## src/sv/move_outline_segment_generator_unit_assert.svh

```systemverilog
// Assertion macros for the RTL of the move-outline segment generator.
// Modules that check their own logic include this file; it needs clk_i and rst_ni in scope.
`ifndef MOVE_OUTLINE_SEGMENT_GENERATOR_UNIT_ASSERT_SVH
`define MOVE_OUTLINE_SEGMENT_GENERATOR_UNIT_ASSERT_SVH

`ifndef ASSERT_OFF
// A property that must hold at every clock edge outside of reset.
`define MOSG_ASSERT(lbl, prop) \
  lbl: assert property (@(posedge clk_i) disable iff (!rst_ni) prop) \
    else $error("mosg assertion failed");
// A condition that must never be true outside of reset.
`define MOSG_ASSERT_NEVER(lbl, cond) `MOSG_ASSERT(lbl, !(cond))
`else
`define MOSG_ASSERT(lbl, prop)
`define MOSG_ASSERT_NEVER(lbl, cond)
`endif

`endif

```

## src/sv/mosg_pkg.sv

```systemverilog
// Types and constants of the move-outline segment generator.
// Used by the front, back and top level; depends on nothing else.
`timescale 1ns / 1ps

package mosg_pkg;

  // Reciprocal of three scaled by 2^17, exact for magnitudes below 2^15.
  localparam logic [15:0] RecipThird = 16'hAAAB;
  localparam int unsigned RecipShift = 17;

  // One outline rectangle as it arrives and as it is kept.
  typedef struct packed {
    logic [15:0] x;
    logic [15:0] y;
    logic [14:0] w;
    logic [14:0] h;
    logic [7:0]  bw;
    logic [9:0]  th;
  } rect_t;

  // Work handed from the front to the back for one changed input.
  typedef struct packed {
    rect_t old_rect;
    rect_t new_rect;
    logic  do_erase;
    logic  do_draw;
  } job_t;

  // One result segment.
  typedef struct packed {
    logic [15:0] x1;
    logic [15:0] y1;
    logic [15:0] x2;
    logic [15:0] y2;
    logic        erase;
    logic        last;
  } seg_t;

  // Back-end sequencer states.
  typedef enum logic [3:0] {
    ST_IDLE = 4'b0001,
    ST_CALC = 4'b0010,
    ST_MUL  = 4'b0100,
    ST_EMIT = 4'b1000
  } back_state_e;

  // Segment order within one outline.
  typedef enum logic [3:0] {
    SEG_TOP    = 4'd0,
    SEG_BOTTOM = 4'd1,
    SEG_LEFT   = 4'd2,
    SEG_RIGHT  = 4'd3,
    SEG_VERT1  = 4'd4,
    SEG_VERT2  = 4'd5,
    SEG_HORZ1  = 4'd6,
    SEG_HORZ2  = 4'd7,
    SEG_TITLE  = 4'd8
  } seg_sel_e;

endpackage

```

## src/sv/mosg_fifo.sv

```systemverilog
// Small first-in first-out queue with full and empty flags.
// Generic in width and depth; used for the job queue and the result queue.
`timescale 1ns / 1ps

module mosg_fifo #(
  parameter int unsigned Width = 8,
  parameter int unsigned Depth = 2
) (
  input  logic             clk_i,
  input  logic             rst_ni,
  input  logic             push_i,
  input  logic [Width-1:0] data_i,
  output logic             full_o,
  input  logic             pop_i,
  output logic [Width-1:0] data_o,
  output logic             empty_o
);

  localparam int unsigned PtrW = (Depth > 1) ? $clog2(Depth) : 1;
  localparam int unsigned CntW = $clog2(Depth + 1);

  logic [Width-1:0] mem_q [Depth];
  logic [PtrW-1:0]  wr_ptr_q, rd_ptr_q;
  logic [CntW-1:0]  cnt_q;
  logic             push_ok, pop_ok;

  assign full_o  = (cnt_q == CntW'(Depth));
  assign empty_o = (cnt_q == '0);
  assign push_ok = push_i & ~full_o;
  assign pop_ok  = pop_i & ~empty_o;
  assign data_o  = mem_q[rd_ptr_q];

  // Storage is written on each push transfer.
  always_ff @(posedge clk_i) begin
    if (push_ok) begin
      mem_q[wr_ptr_q] <= data_i;
    end
  end

  // Pointers and fill count.
  always_ff @(posedge clk_i or negedge rst_ni) begin
    if (!rst_ni) begin
      wr_ptr_q <= '0;
      rd_ptr_q <= '0;
      cnt_q    <= '0;
    end else begin
      if (push_ok) begin
        wr_ptr_q <= (wr_ptr_q == PtrW'(Depth - 1)) ? '0 : wr_ptr_q + 1'b1;
      end
      if (pop_ok) begin
        rd_ptr_q <= (rd_ptr_q == PtrW'(Depth - 1)) ? '0 : rd_ptr_q + 1'b1;
      end
      case ({push_ok, pop_ok})
        2'b10:   cnt_q <= cnt_q + 1'b1;
        2'b01:   cnt_q <= cnt_q - 1'b1;
        default: cnt_q <= cnt_q;
      endcase
    end
  end

endmodule

```

## src/sv/mosg_front.sv

```systemverilog
// Front end: accepts outline rectangles, keeps the last one and classifies changes.
// Depends on mosg_pkg; feeds jobs into the job queue.
`timescale 1ns / 1ps

module mosg_front
  import mosg_pkg::*;
(
  input  logic        clk_i,
  input  logic        rst_ni,
  input  logic        push_i,
  input  logic        job_full_i,
  input  logic [15:0] pos_x_i,
  input  logic [15:0] pos_y_i,
  input  logic [14:0] rect_width_i,
  input  logic [14:0] rect_height_i,
  input  logic [7:0]  border_width_i,
  input  logic [9:0]  title_height_i,
  output logic        job_push_o,
  output job_t        job_o
);

  rect_t new_rect;
  rect_t prev_q;
  logic  accept, unchanged;

  assign new_rect.x  = pos_x_i;
  assign new_rect.y  = pos_y_i;
  assign new_rect.w  = rect_width_i;
  assign new_rect.h  = rect_height_i;
  assign new_rect.bw = border_width_i;
  assign new_rect.th = title_height_i;

  assign accept    = push_i & ~job_full_i;
  assign unchanged = (new_rect == prev_q);

  // A job names which of the two outlines have a size and must be drawn.
  assign job_o.old_rect = prev_q;
  assign job_o.new_rect = new_rect;
  assign job_o.do_erase = (prev_q.w != '0) || (prev_q.h != '0);
  assign job_o.do_draw  = (new_rect.w != '0) || (new_rect.h != '0);
  assign job_push_o     = accept & ~unchanged & (job_o.do_erase | job_o.do_draw);

  // The kept rectangle follows every accepted input.
  always_ff @(posedge clk_i or negedge rst_ni) begin
    if (!rst_ni) begin
      prev_q <= '0;
    end else if (accept) begin
      prev_q <= new_rect;
    end
  end

endmodule

```

## src/sv/mosg_back.sv

```systemverilog
// Back end: turns one job into its erase run and draw run, one segment per cycle while the result queue has room.
// Depends on mosg_pkg and the assertion header; feeds the result queue.
`timescale 1ns / 1ps
`include "move_outline_segment_generator_unit_assert.svh"

module mosg_back
  import mosg_pkg::*;
#(
  parameter int unsigned COORD_BITS = 16
) (
  input  logic clk_i,
  input  logic rst_ni,
  input  logic job_empty_i,
  input  job_t job_i,
  output logic job_pop_o,
  input  logic seg_full_i,
  output logic seg_push_o,
  output seg_t seg_o
);

  localparam int unsigned WrapBits = (COORD_BITS < 16) ? COORD_BITS : 16;

  // Wrap a coordinate to the configured width and sign-extend it to 16 bits.
  function automatic logic [15:0] wrap_coord(input logic [15:0] v);
    logic [15:0] r;
    for (int i = 0; i < 16; i++) begin
      r[i] = (i < WrapBits) ? v[i] : v[WrapBits-1];
    end
    return r;
  endfunction

  back_state_e state_q, state_d;
  logic        phase_erase_q, phase_erase_d;
  logic [3:0]  seg_q, seg_d;
  job_t        job_q;
  rect_t       cur;

  // Geometry of the current outline.
  logic [15:0] xl_q, xr_q, yt_q, yb_q, il_q, ir_q, it_q, ib_q, ytt_q;
  logic [14:0] magx_q, magy_q;
  logic        negx_q, negy_q, title_on_q;
  logic [15:0] tx_q, ty_q;

  logic [15:0] w16, h16, bw16, th16;
  logic [15:0] xr_c, yb_c, ytt_c;
  logic [16:0] dx_c, dy_c, absx_c, absy_c;
  logic [30:0] prodx_c, prody_c;
  logic [15:0] tx_c, ty_c;
  logic [15:0] vx1, vx2, hy1, hy2;
  logic [15:0] cx1, cy1, cx2, cy2;
  logic        final_seg;

  assign cur  = phase_erase_q ? job_q.old_rect : job_q.new_rect;
  assign w16  = {1'b0, cur.w};
  assign h16  = {1'b0, cur.h};
  assign bw16 = {8'b0, cur.bw};
  assign th16 = {6'b0, cur.th};

  // Edge positions, modulo 2^16, and the inner extents to be split in thirds.
  assign xr_c   = cur.x + w16 - 16'd1;
  assign yb_c   = cur.y + h16 - 16'd1;
  assign ytt_c  = cur.y + th16;
  assign dx_c   = {2'b0, cur.w} - 17'd1 - {8'b0, cur.bw, 1'b0};
  assign dy_c   = {2'b0, cur.h} - 17'd1 - {8'b0, cur.bw, 1'b0} - {7'b0, cur.th};
  assign absx_c = dx_c[16] ? (17'd0 - dx_c) : dx_c;
  assign absy_c = dy_c[16] ? (17'd0 - dy_c) : dy_c;

  // Thirds by reciprocal multiplication; sign restored for truncation toward zero.
  assign prodx_c = {16'b0, magx_q} * {15'b0, RecipThird};
  assign prody_c = {16'b0, magy_q} * {15'b0, RecipThird};
  assign tx_c = negx_q ? (16'd0 - {2'b0, prodx_c[30:RecipShift]})
                       : {2'b0, prodx_c[30:RecipShift]};
  assign ty_c = negy_q ? (16'd0 - {2'b0, prody_c[30:RecipShift]})
                       : {2'b0, prody_c[30:RecipShift]};

  // Third lines of the current outline.
  assign vx1 = il_q + tx_q;
  assign vx2 = il_q + {tx_q[14:0], 1'b0};
  assign hy1 = it_q + ty_q;
  assign hy2 = it_q + {ty_q[14:0], 1'b0};

  // Segment end points for the current step.
  always_comb begin
    cx1 = xl_q;
    cy1 = yt_q;
    cx2 = xr_q;
    cy2 = yt_q;
    case (seg_sel_e'(seg_q))
      SEG_TOP: begin
        cx1 = xl_q; cy1 = yt_q; cx2 = xr_q; cy2 = yt_q;
      end
      SEG_BOTTOM: begin
        cx1 = xl_q; cy1 = yb_q; cx2 = xr_q; cy2 = yb_q;
      end
      SEG_LEFT: begin
        cx1 = xl_q; cy1 = yt_q; cx2 = xl_q; cy2 = yb_q;
      end
      SEG_RIGHT: begin
        cx1 = xr_q; cy1 = yt_q; cx2 = xr_q; cy2 = yb_q;
      end
      SEG_VERT1: begin
        cx1 = vx1; cy1 = it_q; cx2 = vx1; cy2 = ib_q;
      end
      SEG_VERT2: begin
        cx1 = vx2; cy1 = it_q; cx2 = vx2; cy2 = ib_q;
      end
      SEG_HORZ1: begin
        cx1 = il_q; cy1 = hy1; cx2 = ir_q; cy2 = hy1;
      end
      SEG_HORZ2: begin
        cx1 = il_q; cy1 = hy2; cx2 = ir_q; cy2 = hy2;
      end
      SEG_TITLE: begin
        cx1 = xl_q; cy1 = ytt_q; cx2 = xr_q; cy2 = ytt_q;
      end
      default: begin
        cx1 = xl_q; cy1 = yt_q; cx2 = xr_q; cy2 = yt_q;
      end
    endcase
  end

  assign final_seg = title_on_q ? (seg_q == SEG_TITLE) : (seg_q == SEG_HORZ2);

  assign seg_o.x1    = wrap_coord(cx1);
  assign seg_o.y1    = wrap_coord(cy1);
  assign seg_o.x2    = wrap_coord(cx2);
  assign seg_o.y2    = wrap_coord(cy2);
  assign seg_o.erase = phase_erase_q;
  assign seg_o.last  = final_seg & (~phase_erase_q | ~job_q.do_draw);

  assign job_pop_o  = (state_q == ST_IDLE) & ~job_empty_i;
  assign seg_push_o = (state_q == ST_EMIT) & ~seg_full_i;

  // Sequencer: load a job, set up the geometry, then step through the segments.
  always_comb begin
    state_d       = state_q;
    phase_erase_d = phase_erase_q;
    seg_d         = seg_q;
    case (state_q)
      ST_IDLE: begin
        if (!job_empty_i) begin
          phase_erase_d = job_i.do_erase;
          state_d       = ST_CALC;
        end
      end
      ST_CALC: begin
        state_d = ST_MUL;
      end
      ST_MUL: begin
        seg_d   = SEG_TOP;
        state_d = ST_EMIT;
      end
      ST_EMIT: begin
        if (seg_push_o) begin
          if (final_seg) begin
            if (phase_erase_q && job_q.do_draw) begin
              phase_erase_d = 1'b0;
              state_d       = ST_CALC;
            end else begin
              state_d = ST_IDLE;
            end
          end else begin
            seg_d = seg_q + 4'd1;
          end
        end
      end
      default: begin
        state_d = ST_IDLE;
      end
    endcase
  end

  // Control state.
  always_ff @(posedge clk_i or negedge rst_ni) begin
    if (!rst_ni) begin
      state_q       <= ST_IDLE;
      phase_erase_q <= 1'b0;
      seg_q         <= SEG_TOP;
    end else begin
      state_q       <= state_d;
      phase_erase_q <= phase_erase_d;
      seg_q         <= seg_d;
    end
  end

  // Job and geometry registers.
  always_ff @(posedge clk_i) begin
    if (job_pop_o) begin
      job_q <= job_i;
    end
    if (state_q == ST_CALC) begin
      xl_q       <= cur.x;
      xr_q       <= xr_c;
      yt_q       <= cur.y;
      yb_q       <= yb_c;
      il_q       <= cur.x + bw16;
      ir_q       <= xr_c - bw16;
      ytt_q      <= ytt_c;
      it_q       <= ytt_c + bw16;
      ib_q       <= yb_c - bw16;
      magx_q     <= absx_c[14:0];
      magy_q     <= absy_c[14:0];
      negx_q     <= dx_c[16];
      negy_q     <= dy_c[16];
      title_on_q <= (cur.th != '0);
    end
    if (state_q == ST_MUL) begin
      tx_q <= tx_c;
      ty_q <= ty_c;
    end
  end

  `MOSG_ASSERT(a_seg_in_range, (state_q == ST_EMIT) |-> (seg_q <= SEG_TITLE))
  `MOSG_ASSERT_NEVER(a_title_needs_height, (state_q == ST_EMIT) && (seg_q == SEG_TITLE) && !title_on_q)
  `MOSG_ASSERT(a_erase_then_draw, (seg_push_o && final_seg && phase_erase_q && job_q.do_draw) |=> ((state_q == ST_CALC) && !phase_erase_q))
  `MOSG_ASSERT_NEVER(a_last_on_final_only, seg_push_o && seg_o.last && !final_seg)
  `MOSG_ASSERT(a_pop_starts_setup, job_pop_o |=> (state_q == ST_CALC))

endmodule

```

## src/sv/move_outline_segment_generator_unit.sv

```systemverilog
// Move-outline segment generator: input stage, job queue, segment sequencer, result queue.
// Depends on mosg_pkg, mosg_fifo, mosg_front and mosg_back.
//
// Usage: an outline rectangle is transferred in when push is high and full is low.
// An input equal to the kept rectangle causes no segment. Otherwise the old outline
// (if it had a size) is sent as an erase run and the new one (if it has a size) as a
// draw run, eight segments each plus a title separator when the title height is set.
// A result is on the seg ports while empty is low and is transferred when pop is high.
// last_seg marks the final segment caused by one input.
// The back end loads a job in its idle state, then sets up each outline in a calculation
// state (edges) and a multiply state (the divide by three, one multiplier per axis) and
// emits one segment per cycle while the result queue has room. The front and two job
// slots keep taking inputs meanwhile; throughput is set by the back-end sequencer.
// Reset clears the kept rectangle to zero (no outline) and empties both queues.
// When the receiver stalls, the result queue fills, the sequencer holds, and full
// rises once the job queue is full.
`timescale 1ns / 1ps

module move_outline_segment_generator_unit
  import mosg_pkg::*;
#(
  parameter int unsigned COORD_BITS = 16
) (
  input  logic        clk_i,
  input  logic        rst_ni,
  input  logic        push,
  output logic        full,
  input  logic [15:0] pos_x_i,
  input  logic [15:0] pos_y_i,
  input  logic [14:0] rect_width_i,
  input  logic [14:0] rect_height_i,
  input  logic [7:0]  border_width_i,
  input  logic [9:0]  title_height_i,
  output logic        empty,
  input  logic        pop,
  output logic [15:0] seg_x1_o,
  output logic [15:0] seg_y1_o,
  output logic [15:0] seg_x2_o,
  output logic [15:0] seg_y2_o,
  output logic        erase_flag_o,
  output logic        last_seg_o
);

  localparam int unsigned JobDepth = 2;
  localparam int unsigned SegDepth = 2;

  job_t job_in, job_out;
  seg_t seg_in, seg_out;
  logic job_push, job_empty, job_pop;
  logic seg_push, seg_full;

  // Input stage.
  mosg_front u_front (
    .clk_i          (clk_i),
    .rst_ni         (rst_ni),
    .push_i         (push),
    .job_full_i     (full),
    .pos_x_i        (pos_x_i),
    .pos_y_i        (pos_y_i),
    .rect_width_i   (rect_width_i),
    .rect_height_i  (rect_height_i),
    .border_width_i (border_width_i),
    .title_height_i (title_height_i),
    .job_push_o     (job_push),
    .job_o          (job_in)
  );

  // Job queue between front and back.
  mosg_fifo #(
    .Width ($bits(job_t)),
    .Depth (JobDepth)
  ) u_job_q (
    .clk_i   (clk_i),
    .rst_ni  (rst_ni),
    .push_i  (job_push),
    .data_i  (job_in),
    .full_o  (full),
    .pop_i   (job_pop),
    .data_o  (job_out),
    .empty_o (job_empty)
  );

  // Segment sequencer.
  mosg_back #(
    .COORD_BITS (COORD_BITS)
  ) u_back (
    .clk_i       (clk_i),
    .rst_ni      (rst_ni),
    .job_empty_i (job_empty),
    .job_i       (job_out),
    .job_pop_o   (job_pop),
    .seg_full_i  (seg_full),
    .seg_push_o  (seg_push),
    .seg_o       (seg_in)
  );

  // Result queue toward the receiver.
  mosg_fifo #(
    .Width ($bits(seg_t)),
    .Depth (SegDepth)
  ) u_seg_q (
    .clk_i   (clk_i),
    .rst_ni  (rst_ni),
    .push_i  (seg_push),
    .data_i  (seg_in),
    .full_o  (seg_full),
    .pop_i   (pop),
    .data_o  (seg_out),
    .empty_o (empty)
  );

  assign seg_x1_o     = seg_out.x1;
  assign seg_y1_o     = seg_out.y1;
  assign seg_x2_o     = seg_out.x2;
  assign seg_y2_o     = seg_out.y2;
  assign erase_flag_o = seg_out.erase;
  assign last_seg_o   = seg_out.last;

endmodule

```

## config.mk

```make
export PLATFORM = sky130hd
export DESIGN_NAME = move_outline_segment_generator_unit
export DESIGN_NICKNAME = d
export VERILOG_FILES = /design/src/sv/mosg_pkg.sv /design/src/sv/mosg_fifo.sv /design/src/sv/mosg_front.sv /design/src/sv/mosg_back.sv /design/src/sv/move_outline_segment_generator_unit.sv
export VERILOG_INCLUDE_DIRS = /design/src /design/src/sv
export SDC_FILE = /design/constraint.sdc
export NUM_CORES = 2
export LEC_CHECK = 0
export BUFFER_PORTS_ARGS = -buffer_cell sky130_fd_sc_hd__buf_4
export CORE_MARGIN = 2
export CORE_UTILIZATION = 55
export DETAILED_ROUTE_END_ITERATION = 8
export PLACE_DENSITY = 0.76
export REMOVE_ABC_BUFFERS = 1
export SLEW_MARGIN = 20
export SYNTH_ARGS = -nofsm -noshare
export SYNTH_HDL_FRONTEND = slang
export SYNTH_SLANG_ARGS = --single-unit
```

## constraint.sdc

```tcl
create_clock -name clk_i -period 26.9 [get_ports clk_i]
set_input_delay 2.69 -clock clk_i [delete_from_list [all_inputs] [get_ports clk_i]]
set_output_delay 2.69 -clock clk_i [all_outputs]
set_load 0.05 [all_outputs]
```

==> run metrics <==
crit end category flip-flop; Detailed Route Iter0 Violations 2,716; Finished Layout Cells 5,414; Slew HR 0.260; slowest stage delay, CP 540 ps; dpl cells 5,244; layout cell share with drive strength beyond 1 0.171; Most common cell on crit path fa_1; Tmin final 6680 ps; TritonRoute pass-1 iters 5; Critical Path AT 7070 ps; Buffers & Inverters on Critical Path 4; post-CTS sizing 0; die width 310 um; Syn Inst Count 3,906; crit start category flip-flop; initial antenna violation count 4; setup tns final 0 ps; asr flop ratio synth 0.105; std cell rows 112; post-synthesis cell area 51,400 um2; RSZ-0062 raised after global routing no; core area 93,000 um2; Hold WC Path Type flip-flop to flip-flop; Slew @ Worst Pin 1110 ps; Area growth, synth to finish 10.9%; post-DP HPWL 84.0 mm; met2 WL 50.7 mm; total CTS buffers 92; Clock transition at path regs 60 ps; post-CTS setup buffer count 0; Post-synth top flop edfxtp_1; Yosys Warn Count 0; GR Overflow Total 0; highest routed layer met5; number of synthesized flops with an enable pin 824; first-pass GRT wire length 174 mm; Initial Util 0.553; routed vias/inst 5.72; status finished, final reports clean; crit path cell chain ha_1 -> inv_1 -> fa_1 -> fa_1 -> inv_1 -> fa_1 -> inv_1 -> fa_1 -> inv_1 -> fa_1 -> ha_1 -> a21o_1 -> a2111oi_4 -> o31ai_1 -> xnor2_1 -> nand3_2 -> or4_4 -> or4b_4 -> o21ai_2 -> xnor2_1; CP max-delay cell fa_1; clock sinks 921; leading cell types in the layout, fill and taps excluded edfxtp_1, ha_1, inv_1; Die Footprint 96,000 um2; synthesized flop and latch total 921; vias in the first global route 30.4k; delay-heaviest family, CP adder cells; post-route antenna net violation count 0; setup violators final 0; skew final 51.5 ps; endpoints failing hold 0; wire per inst 20.9 um; CTS tree yes; DR vias 31.0k; DRT met1 WL 53.1 mm; MaxCap Viol Count 0; final slew viol count 0; Setup CP Type flip-flop to flip-flop; die height 310 um; met3 wire length 7.34 mm; Max Fclk 150 MHz; # hold bufs at CTS 0; H-Tree Depth 3; crit path max fanout 4; CTS Root Cell clkbuf_16; Final Wtd Congestion 0.938; clock buffer depth 3; largest net degree at the start of global routing 89; syn avg cell area 13.2 um2; Routed WL 113 mm; Net count, final 4,705; sequential area share after synthesis 0.528; post-synthesis cell type count 92; Layout fillers 7,143; Critical Path RT 27,300 ps; Tcrit/Tclk final 0.248; gr usage total 0.237; Min Hold Slack 497 ps; most common cell after layout, fill and taps aside edfxtp_1; Remaining DRCs 0; I/O pin count 152; PortBufs 151; clk_lat worst skew 680 ps
[stage by stage]
stage,area (um2),setup slack [ps],util
2_1_floorplan,51100,7170,-
3_3_place_gp,54000,20350,0.581
3_5_place_dp,54000,20230,0.581
4_1_cts,57000,20220,0.613
5_1_grt,57000,19830,0.613
6_report,57000,20220,0.613
[logic make-up (layout without fill, tap and decap cells)]
logic type | after synthesis | in the layout | synth area share
DFF | 921 | 921 | 0.528
and+or+nand+nor | 658 | 658 | 0.0639
AOI/OAI and AO/OA | 587 | 587 | 0.0780
adders and majority gates | 537 | 537 | 0.151
buffers and inverters | 449 | 701 | 0.0333
muxes | 395 | 395 | 0.0848
xor gates and xnor gates | 359 | 359 | 0.0611
other | 0 | 2 | 0
[final timing paths]
check	startpoint	endpoint	slack, ps	cells past startpoint
worst min-delay path	u_seg_q.cnt_q[1]	u_seg_q.cnt_q[1]	500	1
worst max register to register	u_back.magy_q[2]	u_back.ty_q[13]	20220	20
max in group asynchronous	rst_ni	u_back.phase_erase_q	23380	2
worst min register to register	u_seg_q.cnt_q[1]	u_seg_q.cnt_q[1]	500	1
worst max-delay path	u_back.magy_q[2]	u_back.ty_q[13]	20220	20
min in group asynchronous	rst_ni	u_front.job_o[138]	2070	1
[state kept, by name (all words and copies together) (netlist names), 80 cells and up]
register	flops
u_seg_q.mem_q	132
u_job_q.mem_q	324
u_front.job_o	80
u_back.job_q	161
[cell usage after synthesis, types with 21 or more instances]
library cell / instances / area share
nor2_1: 210 / 0.015
nand2_1: 128 / 0.0093
o21ai_0: 77 / 0.0075
xnor2_1: 190 / 0.032
nand3_1: 35 / 0.0034
a21oi_1: 132 / 0.013
fa_1: 138 / 0.054
mux2_2: 325 / 0.071
edfxtp_1: 824 / 0.48
a31oi_1: 59 / 0.0072
clkbuf_1: 75 / 0.0055
ha_1: 399 / 0.097
dfrtp_1: 96 / 0.047
nor2b_1: 27 / 0.0033
nand4_1: 23 / 0.0028
a21o_1: 49 / 0.0072
o21bai_1: 22 / 0.0032
a22oi_1: 65 / 0.0095
xor2_1: 169 / 0.029
mux2i_1: 70 / 0.014
inv_1: 352 / 0.026
o21a_1: 21 / 0.0031
nor4_1: 47 / 0.0057
nor3_1: 54 / 0.0053
[cell type report]
| class | count | area, um2 | share of cell area |
|---|---|---|---|
| flip-flops and latches | 921 | 27200 | 0.477 |
| multi-input cells | 2536 | 22600 | 0.396 |
| clock buffers | 125 | 2540 | 0.0445 |
| well taps | 1254 | 1570 | 0.0275 |
| repair buffers | 180 | 1360 | 0.0238 |
| inverters | 353 | 1330 | 0.0232 |
| clock inverters | 43 | 455 | 0.00798 |
| diodes | 2 | 5.00 | 0.0000877 |
[layer usage]
layer  up-vias  track usage
li1      14700            -
met1     15200        0.353
met2       929        0.364
met3       118       0.0393
met4         4       0.0589
met5         -            0
[worst register-to-register path, delay by kind of cell, from the launching register on]
| kind | cells | cell delay, ps |
|---|---|---|
| adders and majority gates | 7 | 3190 |
| and+or+nand+nor | 3 | 1180 |
| AOI/OAI and AO/OA | 4 | 910 |
| xor gates and xnor gates | 2 | 460 |
| DFF | 1 | 450 |
| buffers and inverters | 4 | 230 |
Power is left out: the tool's default activity adds up to more than one toggle a clock period on the data nets, which glitch-free logic cannot reach.
